**config.mk**
```make
export PLATFORM = sky130hd
export DESIGN_NAME = position_vector_slew_limiter_top
export DESIGN_NICKNAME = d
export VERILOG_FILES = /design/src/sv/pvsl_pkg.sv /design/src/sv/pvsl_mul.sv /design/src/sv/pvsl_cmpsub.sv /design/src/sv/pvsl_core.sv /design/src/sv/position_vector_slew_limiter_top.sv
export SDC_FILE = /design/constraint.sdc
export NUM_CORES = 2
export LEC_CHECK = 0
export ABC_AREA = 1
export ABC_CLOCK_PERIOD_IN_PS = 11100
export BUFFER_PORTS_ARGS = -buffer_cell sky130_fd_sc_hd__buf_2
export CORE_MARGIN = 1
export CORE_UTILIZATION = 60
export CTS_CLUSTER_DIAMETER = 60
export DETAILED_ROUTE_END_ITERATION = 16
export GPL_TIMING_DRIVEN = 0
export PLACE_DENSITY = 0.77
export SLEW_MARGIN = 20
export SYNTH_ARGS = -nofsm -noshare
export SYNTH_HDL_FRONTEND = slang
export SYNTH_SLANG_ARGS = --single-unit
```
**constraint.sdc**
```tcl
create_clock -name clk_i -period 11.1 [get_ports clk_i]
set_input_delay 1.665 -clock clk_i [delete_from_list [all_inputs] [get_ports clk_i]]
set_output_delay 1.665 -clock clk_i [all_outputs]
set_load 0.005 [all_outputs]
```
**src/sv/pvsl_pkg.sv**
```systemverilog
// Package for the position vector slew limiter.
// Holds widths, register indexes, operation codes and the request, result and config types.
// No dependencies.
package pvsl_pkg;

  localparam int COORD_W       = 32;
  localparam int MAG_W         = COORD_W;
  localparam int PROD_W        = 2 * MAG_W;
  localparam int SUM_W         = 68;
  localparam int ROOT_W        = SUM_W / 2;
  localparam int STEP_W        = 16;
  localparam int QUO_W         = STEP_W;
  localparam int REM_W         = ROOT_W + QUO_W - 1;
  localparam int AXES          = 3;
  localparam int AX_W          = 2;
  localparam int CNT_W         = 6;
  localparam int FRAC_BITS_DEF = 16;

  localparam int CFG_IDX_W  = 1;
  localparam int CFG_DATA_W = STEP_W;

  localparam logic [CFG_IDX_W-1:0] REG_STEP_SIZE = 1'b0;
  localparam logic [CFG_IDX_W-1:0] REG_ZERO_Z    = 1'b1;

  localparam logic OP_SET_TARGET = 1'b0;
  localparam logic OP_TICK       = 1'b1;

  localparam longint unsigned STEP_MAX = (64'd1 << STEP_W) - 64'd1;

  typedef struct packed {
    logic                      operation;
    logic signed [COORD_W-1:0] target_x;
    logic signed [COORD_W-1:0] target_y;
    logic signed [COORD_W-1:0] target_z;
  } pvsl_req_t;

  typedef struct packed {
    logic signed [COORD_W-1:0] pos_x;
    logic signed [COORD_W-1:0] pos_y;
    logic signed [COORD_W-1:0] pos_z;
    logic                      at_target;
  } pvsl_res_t;

  typedef struct packed {
    logic [STEP_W-1:0] step_size;
    logic              zero_z_output;
  } pvsl_cfg_t;

endpackage

```
**src/sv/pvsl_mul.sv**
```systemverilog
// Registered unsigned multiplier shared by the squaring and scaling steps.
// Depends on pvsl_pkg.
module pvsl_mul (
  input  logic                         clk_i,
  input  logic [pvsl_pkg::MAG_W-1:0]   a_i,
  input  logic [pvsl_pkg::MAG_W-1:0]   b_i,
  output logic [pvsl_pkg::PROD_W-1:0]  prod_o
);
  import pvsl_pkg::*;

  logic [PROD_W-1:0] prod_d, prod_q;

  assign prod_d = PROD_W'(a_i) * PROD_W'(b_i);

  always_ff @(posedge clk_i) begin
    prod_q <= prod_d;
  end

  assign prod_o = prod_q;

endmodule

```
**src/sv/pvsl_cmpsub.sv**
```systemverilog
// Shared compare-subtract unit used by the square root and the division steps.
// Depends on pvsl_pkg.
module pvsl_cmpsub (
  input  logic [pvsl_pkg::REM_W-1:0] a_i,
  input  logic [pvsl_pkg::REM_W-1:0] b_i,
  output logic                       ge_o,
  output logic [pvsl_pkg::REM_W-1:0] diff_o
);
  import pvsl_pkg::*;

  logic borrow;

  assign {borrow, diff_o} = {1'b0, a_i} - {1'b0, b_i};
  assign ge_o = ~borrow;

endmodule

```
**src/sv/pvsl_core.sv**
```systemverilog
// Sequencer and position state of the slew limiter: magnitude, sum of squares,
// bit-pair square root and per-axis restoring division. Depends on pvsl_pkg,
// pvsl_mul and pvsl_cmpsub.
module pvsl_core (
  input  logic                  clk_i,
  input  logic                  rst_ni,
  input  logic                  start_i,
  input  pvsl_pkg::pvsl_req_t   req_i,
  input  pvsl_pkg::pvsl_cfg_t   cfg_i,
  input  logic                  out_free_i,
  output logic                  busy_o,
  output logic                  done_o,
  output pvsl_pkg::pvsl_res_t   res_o
);
  import pvsl_pkg::*;

  localparam logic [3:0] ST_IDLE  = 4'd0;
  localparam logic [3:0] ST_MAG   = 4'd1;
  localparam logic [3:0] ST_SQ    = 4'd2;
  localparam logic [3:0] ST_ACC   = 4'd3;
  localparam logic [3:0] ST_SQRT  = 4'd4;
  localparam logic [3:0] ST_CHK   = 4'd5;
  localparam logic [3:0] ST_DMUL  = 4'd6;
  localparam logic [3:0] ST_DLOAD = 4'd7;
  localparam logic [3:0] ST_DIV   = 4'd8;
  localparam logic [3:0] ST_UPD   = 4'd9;
  localparam logic [3:0] ST_EMIT  = 4'd10;

  localparam logic [AX_W-1:0] AX_LAST = AX_W'(AXES - 1);

  logic [3:0]                state_d, state_q;
  logic [AX_W-1:0]           ax_d, ax_q;
  logic [CNT_W-1:0]          cnt_d, cnt_q;
  logic signed [COORD_W-1:0] cur_d [AXES];
  logic signed [COORD_W-1:0] cur_q [AXES];
  logic signed [COORD_W-1:0] tgt_d [AXES];
  logic signed [COORD_W-1:0] tgt_q [AXES];
  logic [MAG_W-1:0]          mag_d [AXES];
  logic [MAG_W-1:0]          mag_q [AXES];
  logic                      neg_d [AXES];
  logic                      neg_q [AXES];
  logic signed [COORD_W:0]   dif [AXES];
  logic [SUM_W-1:0]          sum_d, sum_q;
  logic [ROOT_W-1:0]         root_d, root_q;
  logic [REM_W-1:0]          rem_d, rem_q;
  logic [REM_W-1:0]          dv_d, dv_q;
  logic [QUO_W-1:0]          quo_d, quo_q;

  logic [MAG_W-1:0]  mul_a, mul_b;
  logic [PROD_W-1:0] prod;
  logic [REM_W-1:0]  cs_a, cs_b, cs_diff;
  logic              cs_ge;
  logic [REM_W-1:0]  sq_rem, sq_trial;
  logic [COORD_W-1:0] quo_ext;

  pvsl_mul u_mul (
    .clk_i  (clk_i),
    .a_i    (mul_a),
    .b_i    (mul_b),
    .prod_o (prod)
  );

  pvsl_cmpsub u_cmpsub (
    .a_i    (cs_a),
    .b_i    (cs_b),
    .ge_o   (cs_ge),
    .diff_o (cs_diff)
  );

  always_comb begin
    for (int i = 0; i < AXES; i++) begin
      dif[i] = {tgt_q[i][COORD_W-1], tgt_q[i]} - {cur_q[i][COORD_W-1], cur_q[i]};
    end
  end

  assign sq_rem   = REM_W'({rem_q[ROOT_W:0], sum_q[SUM_W-1 -: 2]});
  assign sq_trial = REM_W'({root_q, 2'b01});
  assign quo_ext  = COORD_W'(quo_q);

  always_comb begin
    cs_a = rem_q;
    cs_b = dv_q;
    if (state_q == ST_SQRT) begin
      cs_a = sq_rem;
      cs_b = sq_trial;
    end
  end

  always_comb begin
    state_d = state_q;
    ax_d    = ax_q;
    cnt_d   = cnt_q;
    cur_d   = cur_q;
    tgt_d   = tgt_q;
    mag_d   = mag_q;
    neg_d   = neg_q;
    sum_d   = sum_q;
    root_d  = root_q;
    rem_d   = rem_q;
    dv_d    = dv_q;
    quo_d   = quo_q;
    mul_a   = mag_q[ax_q];
    mul_b   = '0;
    done_o  = 1'b0;

    unique case (state_q)
      ST_IDLE: begin
        if (start_i) begin
          if (req_i.operation == OP_SET_TARGET) begin
            tgt_d[0] = req_i.target_x;
            tgt_d[1] = req_i.target_y;
            tgt_d[2] = req_i.target_z;
            state_d  = ST_EMIT;
          end else begin
            state_d = ST_MAG;
          end
        end
      end
      ST_MAG: begin
        for (int i = 0; i < AXES; i++) begin
          neg_d[i] = dif[i][COORD_W];
          mag_d[i] = dif[i][COORD_W] ? MAG_W'(-dif[i]) : MAG_W'(dif[i]);
        end
        sum_d   = '0;
        ax_d    = '0;
        state_d = ST_SQ;
      end
      ST_SQ: begin
        mul_b   = mag_q[ax_q];
        state_d = ST_ACC;
      end
      ST_ACC: begin
        sum_d = sum_q + SUM_W'(prod);
        if (ax_q == AX_LAST) begin
          root_d  = '0;
          rem_d   = '0;
          cnt_d   = CNT_W'(ROOT_W - 1);
          state_d = ST_SQRT;
        end else begin
          ax_d    = ax_q + 1'b1;
          state_d = ST_SQ;
        end
      end
      ST_SQRT: begin
        if (cs_ge) begin
          rem_d = cs_diff;
        end else begin
          rem_d = sq_rem;
        end
        root_d = {root_q[ROOT_W-2:0], cs_ge};
        sum_d  = sum_q << 2;
        if (cnt_q == '0) begin
          state_d = ST_CHK;
        end else begin
          cnt_d = cnt_q - 1'b1;
        end
      end
      ST_CHK: begin
        if (root_q > ROOT_W'(cfg_i.step_size)) begin
          ax_d    = '0;
          state_d = ST_DMUL;
        end else begin
          cur_d   = tgt_q;
          state_d = ST_EMIT;
        end
      end
      ST_DMUL: begin
        mul_b   = MAG_W'(cfg_i.step_size);
        state_d = ST_DLOAD;
      end
      ST_DLOAD: begin
        rem_d   = prod[REM_W-1:0];
        dv_d    = REM_W'(root_q) << (QUO_W - 1);
        quo_d   = '0;
        cnt_d   = CNT_W'(QUO_W - 1);
        state_d = ST_DIV;
      end
      ST_DIV: begin
        if (cs_ge) begin
          rem_d = cs_diff;
        end
        quo_d = {quo_q[QUO_W-2:0], cs_ge};
        dv_d  = dv_q >> 1;
        if (cnt_q == '0) begin
          state_d = ST_UPD;
        end else begin
          cnt_d = cnt_q - 1'b1;
        end
      end
      ST_UPD: begin
        if (neg_q[ax_q]) begin
          cur_d[ax_q] = cur_q[ax_q] - $signed(quo_ext);
        end else begin
          cur_d[ax_q] = cur_q[ax_q] + $signed(quo_ext);
        end
        if (ax_q == AX_LAST) begin
          state_d = ST_EMIT;
        end else begin
          ax_d    = ax_q + 1'b1;
          state_d = ST_DMUL;
        end
      end
      ST_EMIT: begin
        if (out_free_i) begin
          done_o  = 1'b1;
          state_d = ST_IDLE;
        end
      end
      default: begin
        state_d = ST_IDLE;
      end
    endcase
  end

  always_ff @(posedge clk_i or negedge rst_ni) begin
    if (!rst_ni) begin
      state_q <= ST_IDLE;
      ax_q    <= '0;
      cnt_q   <= '0;
      for (int i = 0; i < AXES; i++) begin
        cur_q[i] <= '0;
        tgt_q[i] <= '0;
      end
    end else begin
      state_q <= state_d;
      ax_q    <= ax_d;
      cnt_q   <= cnt_d;
      cur_q   <= cur_d;
      tgt_q   <= tgt_d;
    end
  end

  always_ff @(posedge clk_i) begin
    mag_q  <= mag_d;
    neg_q  <= neg_d;
    sum_q  <= sum_d;
    root_q <= root_d;
    rem_q  <= rem_d;
    dv_q   <= dv_d;
    quo_q  <= quo_d;
  end

  assign busy_o          = (state_q != ST_IDLE);
  assign res_o.pos_x     = cur_q[0];
  assign res_o.pos_y     = cur_q[1];
  assign res_o.pos_z     = cfg_i.zero_z_output ? '0 : cur_q[2];
  assign res_o.at_target = (cur_q[0] == tgt_q[0]) && (cur_q[1] == tgt_q[1]) &&
                           (cur_q[2] == tgt_q[2]);

endmodule

```
**src/sv/position_vector_slew_limiter_top.sv**
```systemverilog
// Top level of the position vector slew limiter: configuration registers,
// request handshake and result register. Depends on pvsl_pkg and pvsl_core.
//
// Each request returns one result. A set-target request goes straight to its
// result; a tick computes the axis differences, the sum of squares through
// the one 32x32 multiplier and the bit-pair square root, and if the length
// exceeds the step size it scales each axis with a 16-step restoring division,
// root and division sharing one compare-subtract unit, before it delivers. The
// input stalls until the result is delivered; the result register lets the next
// request in while a result waits to be taken.
module position_vector_slew_limiter_top #(
  parameter int FRAC_BITS = pvsl_pkg::FRAC_BITS_DEF
) (
  input  logic                               clk_i,
  input  logic                               rst_ni,
  input  logic                               in_valid_i,
  output logic                               in_stall_o,
  input  pvsl_pkg::pvsl_req_t                in_req_i,
  output logic                               out_valid_o,
  input  logic                               out_stall_i,
  output pvsl_pkg::pvsl_res_t                out_res_o,
  input  logic                               cfg_we_i,
  input  logic [pvsl_pkg::CFG_IDX_W-1:0]     cfg_idx_i,
  input  logic [pvsl_pkg::CFG_DATA_W-1:0]    cfg_wdata_i
);
  import pvsl_pkg::*;

  localparam longint unsigned STEP_RAW = ((64'd1 << FRAC_BITS) + 64'd50) / 64'd100;
  localparam logic [STEP_W-1:0] STEP_RESET =
    (STEP_RAW > STEP_MAX) ? STEP_MAX[STEP_W-1:0] : STEP_RAW[STEP_W-1:0];

  pvsl_cfg_t cfg_d, cfg_q;
  pvsl_res_t core_res;
  pvsl_res_t out_res_q;
  logic      out_valid_d, out_valid_q;
  logic      core_busy, core_done, out_free, start;

  assign out_free = ~out_valid_q | ~out_stall_i;
  assign start    = in_valid_i & ~core_busy;

  pvsl_core u_core (
    .clk_i      (clk_i),
    .rst_ni     (rst_ni),
    .start_i    (start),
    .req_i      (in_req_i),
    .cfg_i      (cfg_q),
    .out_free_i (out_free),
    .busy_o     (core_busy),
    .done_o     (core_done),
    .res_o      (core_res)
  );

  always_comb begin
    cfg_d = cfg_q;
    if (cfg_we_i) begin
      unique case (cfg_idx_i)
        REG_STEP_SIZE: cfg_d.step_size     = cfg_wdata_i[STEP_W-1:0];
        REG_ZERO_Z:    cfg_d.zero_z_output = cfg_wdata_i[0];
        default:       cfg_d = cfg_q;
      endcase
    end
  end

  always_comb begin
    out_valid_d = out_valid_q;
    if (core_done) begin
      out_valid_d = 1'b1;
    end else if (!out_stall_i) begin
      out_valid_d = 1'b0;
    end
  end

  always_ff @(posedge clk_i or negedge rst_ni) begin
    if (!rst_ni) begin
      cfg_q.step_size     <= STEP_RESET;
      cfg_q.zero_z_output <= 1'b0;
      out_valid_q         <= 1'b0;
    end else begin
      cfg_q       <= cfg_d;
      out_valid_q <= out_valid_d;
    end
  end

  always_ff @(posedge clk_i) begin
    if (core_done) begin
      out_res_q <= core_res;
    end
  end

  assign in_stall_o  = core_busy;
  assign out_valid_o = out_valid_q;
  assign out_res_o   = out_res_q;

  a_busy_after_request : assert property (
    @(posedge clk_i) disable iff (!rst_ni)
    (in_valid_i && !in_stall_o) |=> in_stall_o
  ) else $error("core not busy after accepting a request");

  a_done_into_free_slot : assert property (
    @(posedge clk_i) disable iff (!rst_ni)
    core_done |-> (in_stall_o && !(out_valid_q && out_stall_i))
  ) else $error("result delivered while result register held and stalled");

endmodule

```
Word level (Yosys, flattened, before mapping)
Index checks and enable logic that the tools add are counted.
Storage, ports and cells
  word-level logic and storage cells: 152
  output and inout port bits: 99
  register bits: 698
  input bits: 119
Cells by class
  eq/ne operators: 25
  muxes and demuxes: 50
  bitwise logic cells: 9
  $lt $le $gt $ge: 3
  multiply operators: 1
  $add $sub $neg: 12
  reduce and logical (&&, ||, !) cells: 24
Operators with widths (number)
  $mux W32: 8
  $mux W49: 5
  $pmux W68 S3: 1
  $pmux W49 S4: 1
  $bwmux W96: 2
  $mux W96: 2
  $pmux W96 S2: 1
  $bmux W32 S2: 2
  $sub A32 B32 Y33: 3
  $pmux W49 S2: 1
  $eq A32 B32 Y1: 3
  $neg A32 Y32: 3
  $add A68 B64 Y68: 1
  $pmux W34 S2: 1
  $demux W32 S2: 1
  $mul A32 B32 Y64: 1
  $pmux W32 S2: 1
  $sub A49 B49 Y50: 1
  $pmux W4 S11: 1
  $gt A34 B16 Y1: 1
  $mux W34: 1
  $add A32 B17 Y32: 1
  $pmux W16 S2: 1
  $sub A32 B17 Y32: 1
  33 further kinds: 80

Logic depth before layout (Yosys ltp)
  depth in word-level cells: 8
  gate-level depth with buffers: 41
  gate-level depth less buffers: 38

Modules after synthesis
A second synthesis with hierarchy kept.
Unflattened totals
  cells, all modules: 12336
  area, all modules: 87945.6 um^2
Modules (own cells, without submodules)
  pvsl_core: area each 42241.8 um^2, cells each 6144, sequential area each 14564.0 um^2, instances 1
  pvsl_mul: area each 37415.9 um^2, cells each 5018, sequential area each 1281.2 um^2, instances 1
  pvsl_cmpsub: area each 4633.2 um^2, cells each 996, sequential area each 0.0 um^2, instances 1
  position_vector_slew_limiter_top: area each 3654.8 um^2, cells each 178, sequential area each 3370.7 um^2, instances 1

Worst setup path after synthesis
OpenSTA, ideal clock, no wires.
  kind: register -> register
  start: register u_core.ax_q[1]
  end: register u_core.u_mul.prod_q[59], in the netlist u_core.u_mul.prod_o[59]
  buffers on the path: 3
  path slack: 3479 ps
  data required time: 10981 ps
  period minus slack after synthesis: 7621 ps
  data arrival time: 7503 ps
  library setup time: 119 ps
  cell stages (with the launch flop): 35
  cells stage by stage: dfrtp_1 inv_2 buf_2 buf_4 a32oi_1 nor2_2 inv_2 nand2_1 clkbuf_1 nand2_1 fa_1 inv_1 fa_1 inv_1 fa_1 inv_1 fa_1 inv_1 fa_1 inv_1 fa_1 fa_1 fa_1 ha_1 nand2_1 nor2_1 inv_1 nor2_1 inv_1 o21ai_0 nand2_1 nand3_1 a21o_1 a21oi_1 xnor2_1
Between the ends
  word-level cells in the longest chain between the ends: 6
RTL lines
  from (decl): line pvsl_core.sv:32  | logic [AX_W-1:0] ax_d, ax_q;
  from (signal assigned): line pvsl_core.sv:218  | ax_q <= '0;
  from (signal assigned): line pvsl_core.sv:226  | ax_q <= ax_d;
  $not A2 Y3 (implied by the code) *: line pvsl_core.sv:102, pvsl_core.sv:129
  $bmux W32 S2 *: line pvsl_core.sv:102, pvsl_core.sv:129
  $mux W32 (implied by the code) * (2 in a row): line pvsl_core.sv:102, pvsl_core.sv:129
  $pmux W32 S2: line pvsl_core.sv:106  | unique case (state_q)
  $mul A32 B32 Y64 *: line pvsl_mul.sv:13  | assign prod_d = PROD_W'(a_i) * PROD_W'(b_i);
  named net u_core.u_mul.prod_d[59]: line pvsl_mul.sv:11  | logic [PROD_W-1:0] prod_d, prod_q;
  to (signal assigned): line pvsl_mul.sv:16  | prod_q <= prod_d;
  to (decl): line pvsl_mul.sv:11
The timed path passes the listed nets; every way through them passes the cells marked *. The select of a mux whose other input is x is not followed.
A chain may end at the register's enable or synchronous reset.

Worst setup path in the final report
  start: register u_core.state_q[1]
  end: register u_core.u_mul.prod_q[59], in the netlist u_core.u_mul.prod_o[59]
Between the ends
  word-level cells in the longest chain between the ends: 3
  elaborated cells between the ends (all ways): 4
  classes of those cells: 1 x mul; 2 x eq/ne; 1 x mux
RTL lines
  from (decl): line pvsl_core.sv:31  | logic [3:0] state_d, state_q;
  from (signal assigned): line pvsl_core.sv:225  | state_q <= state_d;
  $eq A4 B3 Y1 / $eq A4 B2 Y1 (equally long branches): line pvsl_core.sv:106
  $pmux W32 S2 *: line pvsl_core.sv:106
  $mul A32 B32 Y64 *: line pvsl_mul.sv:13
  named net u_core.u_mul.prod_d[59]: line pvsl_mul.sv:11
The timed path passes the listed nets; every way through them passes the cells marked *.

==> summary.txt <==
Yosys
  • Post-Synthesis Net Count: 12,000
  • Area contributors post-synth: fa_1 22%, edfxtp_1 15%, nand2_1 10%
  • Cell variety after synth: 68
  • Top-count cell post-synth: nand2_1
  • Flops & latches, synth: 698
  • Post-synth top flop: edfxtp_1
  • Yosys warns: 0
  • Post-synth top area share: 22.2%
  • Seq/Total Area, Yosys: 23.6%
  • Mean post-synth cell area: 7.75 sq um
  • Post-Synthesis Cell Area: 0.0813 sq mm
  • Post-synth EDFFs: 412
  • Commonest cells post-synth: 2,268 x nand2_1, 1,988 x inv_1, 1,419 x nor2_1
  • Mapped Cells: 10,500
  • Cell taking the most area after synthesis: fa_1
  • FFs w/ async S/R, synth: 31.8%

Detailed routing
  • Routed vias/inst: 6.01
  • Initial DRC Count: 9,295
  • Post-route ant nets: 0
  • First-pass DRT Iterations: 9
  • Drt total wl: 319 mm
  • Drt drc: 0
  • Drt wl/cell: 25.2 microns
  • DR vias: 76,000

Clock tree
  • Max clock buf depth: 3
  • TritonCTS Buffers: 84
  • CTS H-tree lvls: 3
  • Hold_buf cts: 0
  • Worst-skew pair later-pin latency: 0.72 ns
  • Clock Tree Root: clkbuf_16
  • Setup Fix Bufs, Post-CTS: 0
  • Clock sink total: 698
  • TritonCTS clock tree: done
  • Cts repair resizes: 0
  • Clk pin slew, worst setup/hold paths: 0.06 ns

GRT
  • Met3 Usage GRT: 16.6%
  • GRT Util Overall: 46.8%
  • Met1 usage: 57.9%
  • First-pass GRT wire length: 468 mm
  • Grt ovf: 0
  • Vias in the first global route: 75,500
  • Largest net degree at the start of global routing: 100
  • GRT Max-Usage Layer: met2
  • Met2 Usage GRT: 69.6%
  • Initial antenna violation count: 16

Critical path
  • CP most frequent cell: fa_1
  • Crit path largest cell delay: 0.80 ns
  • Max FO, Critical Path: 10
  • Slowest CP cell: clkinv_1
  • Startpoint class of the critical path: register
  • Req. time, crit path: 11.70 ns
  • Crit end category: register
  • Setup CP Type: register to register
  • Arrival time worst endpoint: 11.27 ns
  • Worst R2R Setup Slack: 0.42 ns

STA
  • Max frequency: 93.6 MHz
  • Slew headroom: 10.0%
  • Max Transition Viols Final: 0
  • Worst Skew: 0.0691 ns
  • Final Cycle Share: 96.2%
  • Final setup vio count: 0
  • Worst-Margin Slew: 1.35 ns
  • Post-route minimum period: 10.68 ns
  • Hold Worst Slack: 0.465 ns
  • RSZ-0062 raised after global routing: false
  • Setup TNS: 0 ns
  • Hold Vio Cnt, Final: 0

Min path
  • Worst Hold Class: register to register

Cells and area
  • Share of layout cells above drive strength 1: 7.14%
  • Synthesis-to-finish area growth: 8.28%
  • Final Util: 65.7%
  • Nets: 12,400

Floorplan
  • Die height: 370 microns
  • IO Pins: 218
  • Die area: 0.137 sq mm
  • Rows: 134
  • Die W: 370 microns
  • Initial Util: 60.7%
  • Core Area: 0.134 sq mm

Placement
  • IO buf count: 217
  • DP HPWL: 265 mm
  • GPL Wtd Cong: 1.11

Status
  • Outcome: finished, final reports clean

Run
  • Max-cap violations: 0
==> logic make-up (layout without fill, tap and decap cells) <==
family	count (synthesis)	count (layout)	share of synthesized area (%)
buf+inv	2316	2708	11.0
simple gates	4381	4381	21.8
compound gates	1355	1355	9.53
flops	698	698	23.6
xor+xnor	222	222	2.45
other cells	0	13	0
fa+ha+maj	1431	1431	30.4
mux	85	85	1.17
==> worst max-delay path, delay by kind of cell, from the launching register on <==
kind | cells | cell delay (ns)
AO/OA/AOI/OAI | 2 | 0.28
XOR/XNOR | 1 | 0.19
flip-flops | 1 | 0.39
buffers and inverters | 11 | 2.01
adder cells (fa/ha/maj) | 9 | 4.53
AND/OR/NAND/NOR | 12 | 3.13
==> layout make-up <==
| type | count | area (sq um) |
|---|---|---|
| Antenna cell | 13 | 32.5 |
| Sequential cell | 698 | 19200 |
| Clock inverter | 46 | 586 |
| Tap cell | 1768 | 2210 |
| Clock buffer | 112 | 2340 |
| Timing Repair Buffer | 234 | 1510 |
| Inverter | 2029 | 7620 |
| Buffer | 287 | 1310 |
| Fill cell | 11700 | 46000 |
| Multi-Input combinational cell | 7474 | 53200 |
==> stage by stage <==
step | setup WS [ns] | cells | area (sq um)
finish | 0.420 | 12700 | 88000
global route | 0.239 | 12600 | 88000
CTS | 0.810 | 12600 | 88000
detailed placement | 0.870 | 12500 | 85000
global placement | 1.02 | 12500 | 84600
floorplan | 3.48 | 10500 | 81300
==> per-layer routing <==
metal  share of wire, %  wire, microns  vias up
met5               0.13            426        -
met2                 42         134000     5026
li1                   -              -    33400
met4                7.8          24800       22
met3                 14          43500     1215
met1                 36         116000    36400
==> cells in the final DEF, fill, tap and decap left out, drive strengths merged, types with 37 or more instances in the layout <==
cell type,count
inv,2032
a21o,38
buf,368
xnor2,84
nand4,71
clkbuf,265
xor2,138
a21oi,564
clkinv,37
nor3,83
fa,903
o21bai,68
mux2,83
nand2,2284
edfxtp,412
o21ai,508
dfxtp,64
or2,76
ha,528
nor2,1446
nand3,350
dfrtp,216
==> sequential cells by signal (all words and copies together), names as in the netlist, 17 cells and up <==
signal	cells
u_core.cur_q	32
u_core.dv_q	49
u_core.rem_q	49
out_res_o	97
u_core.tgt_q	96
u_core.sum_q	68
cfg_q	17
u_core.u_mul.prod_o	64
u_core.root_q	34
u_core.res_o	64
u_core.mag_q	96
==> path summary, 6_finish.rpt <==
check / from / to / depth (start not counted)
worst min-delay path: u_core.res_o[77] / out_res_o[77] / 0
max in group asynchronous: rst_ni / u_core.res_o[78] / 2
worst max register to register: u_core.state_q[1] / u_core.u_mul.prod_o[59] / 35
min in group asynchronous: rst_ni / u_core.tgt_q[24] / 1
worst max-delay path: u_core.state_q[1] / u_core.u_mul.prod_o[59] / 35
worst min register to register: u_core.res_o[77] / out_res_o[77] / 0
Power is left out: the tool's default activity adds up to more than one toggle a clock period on the data nets, which glitch-free logic cannot reach.
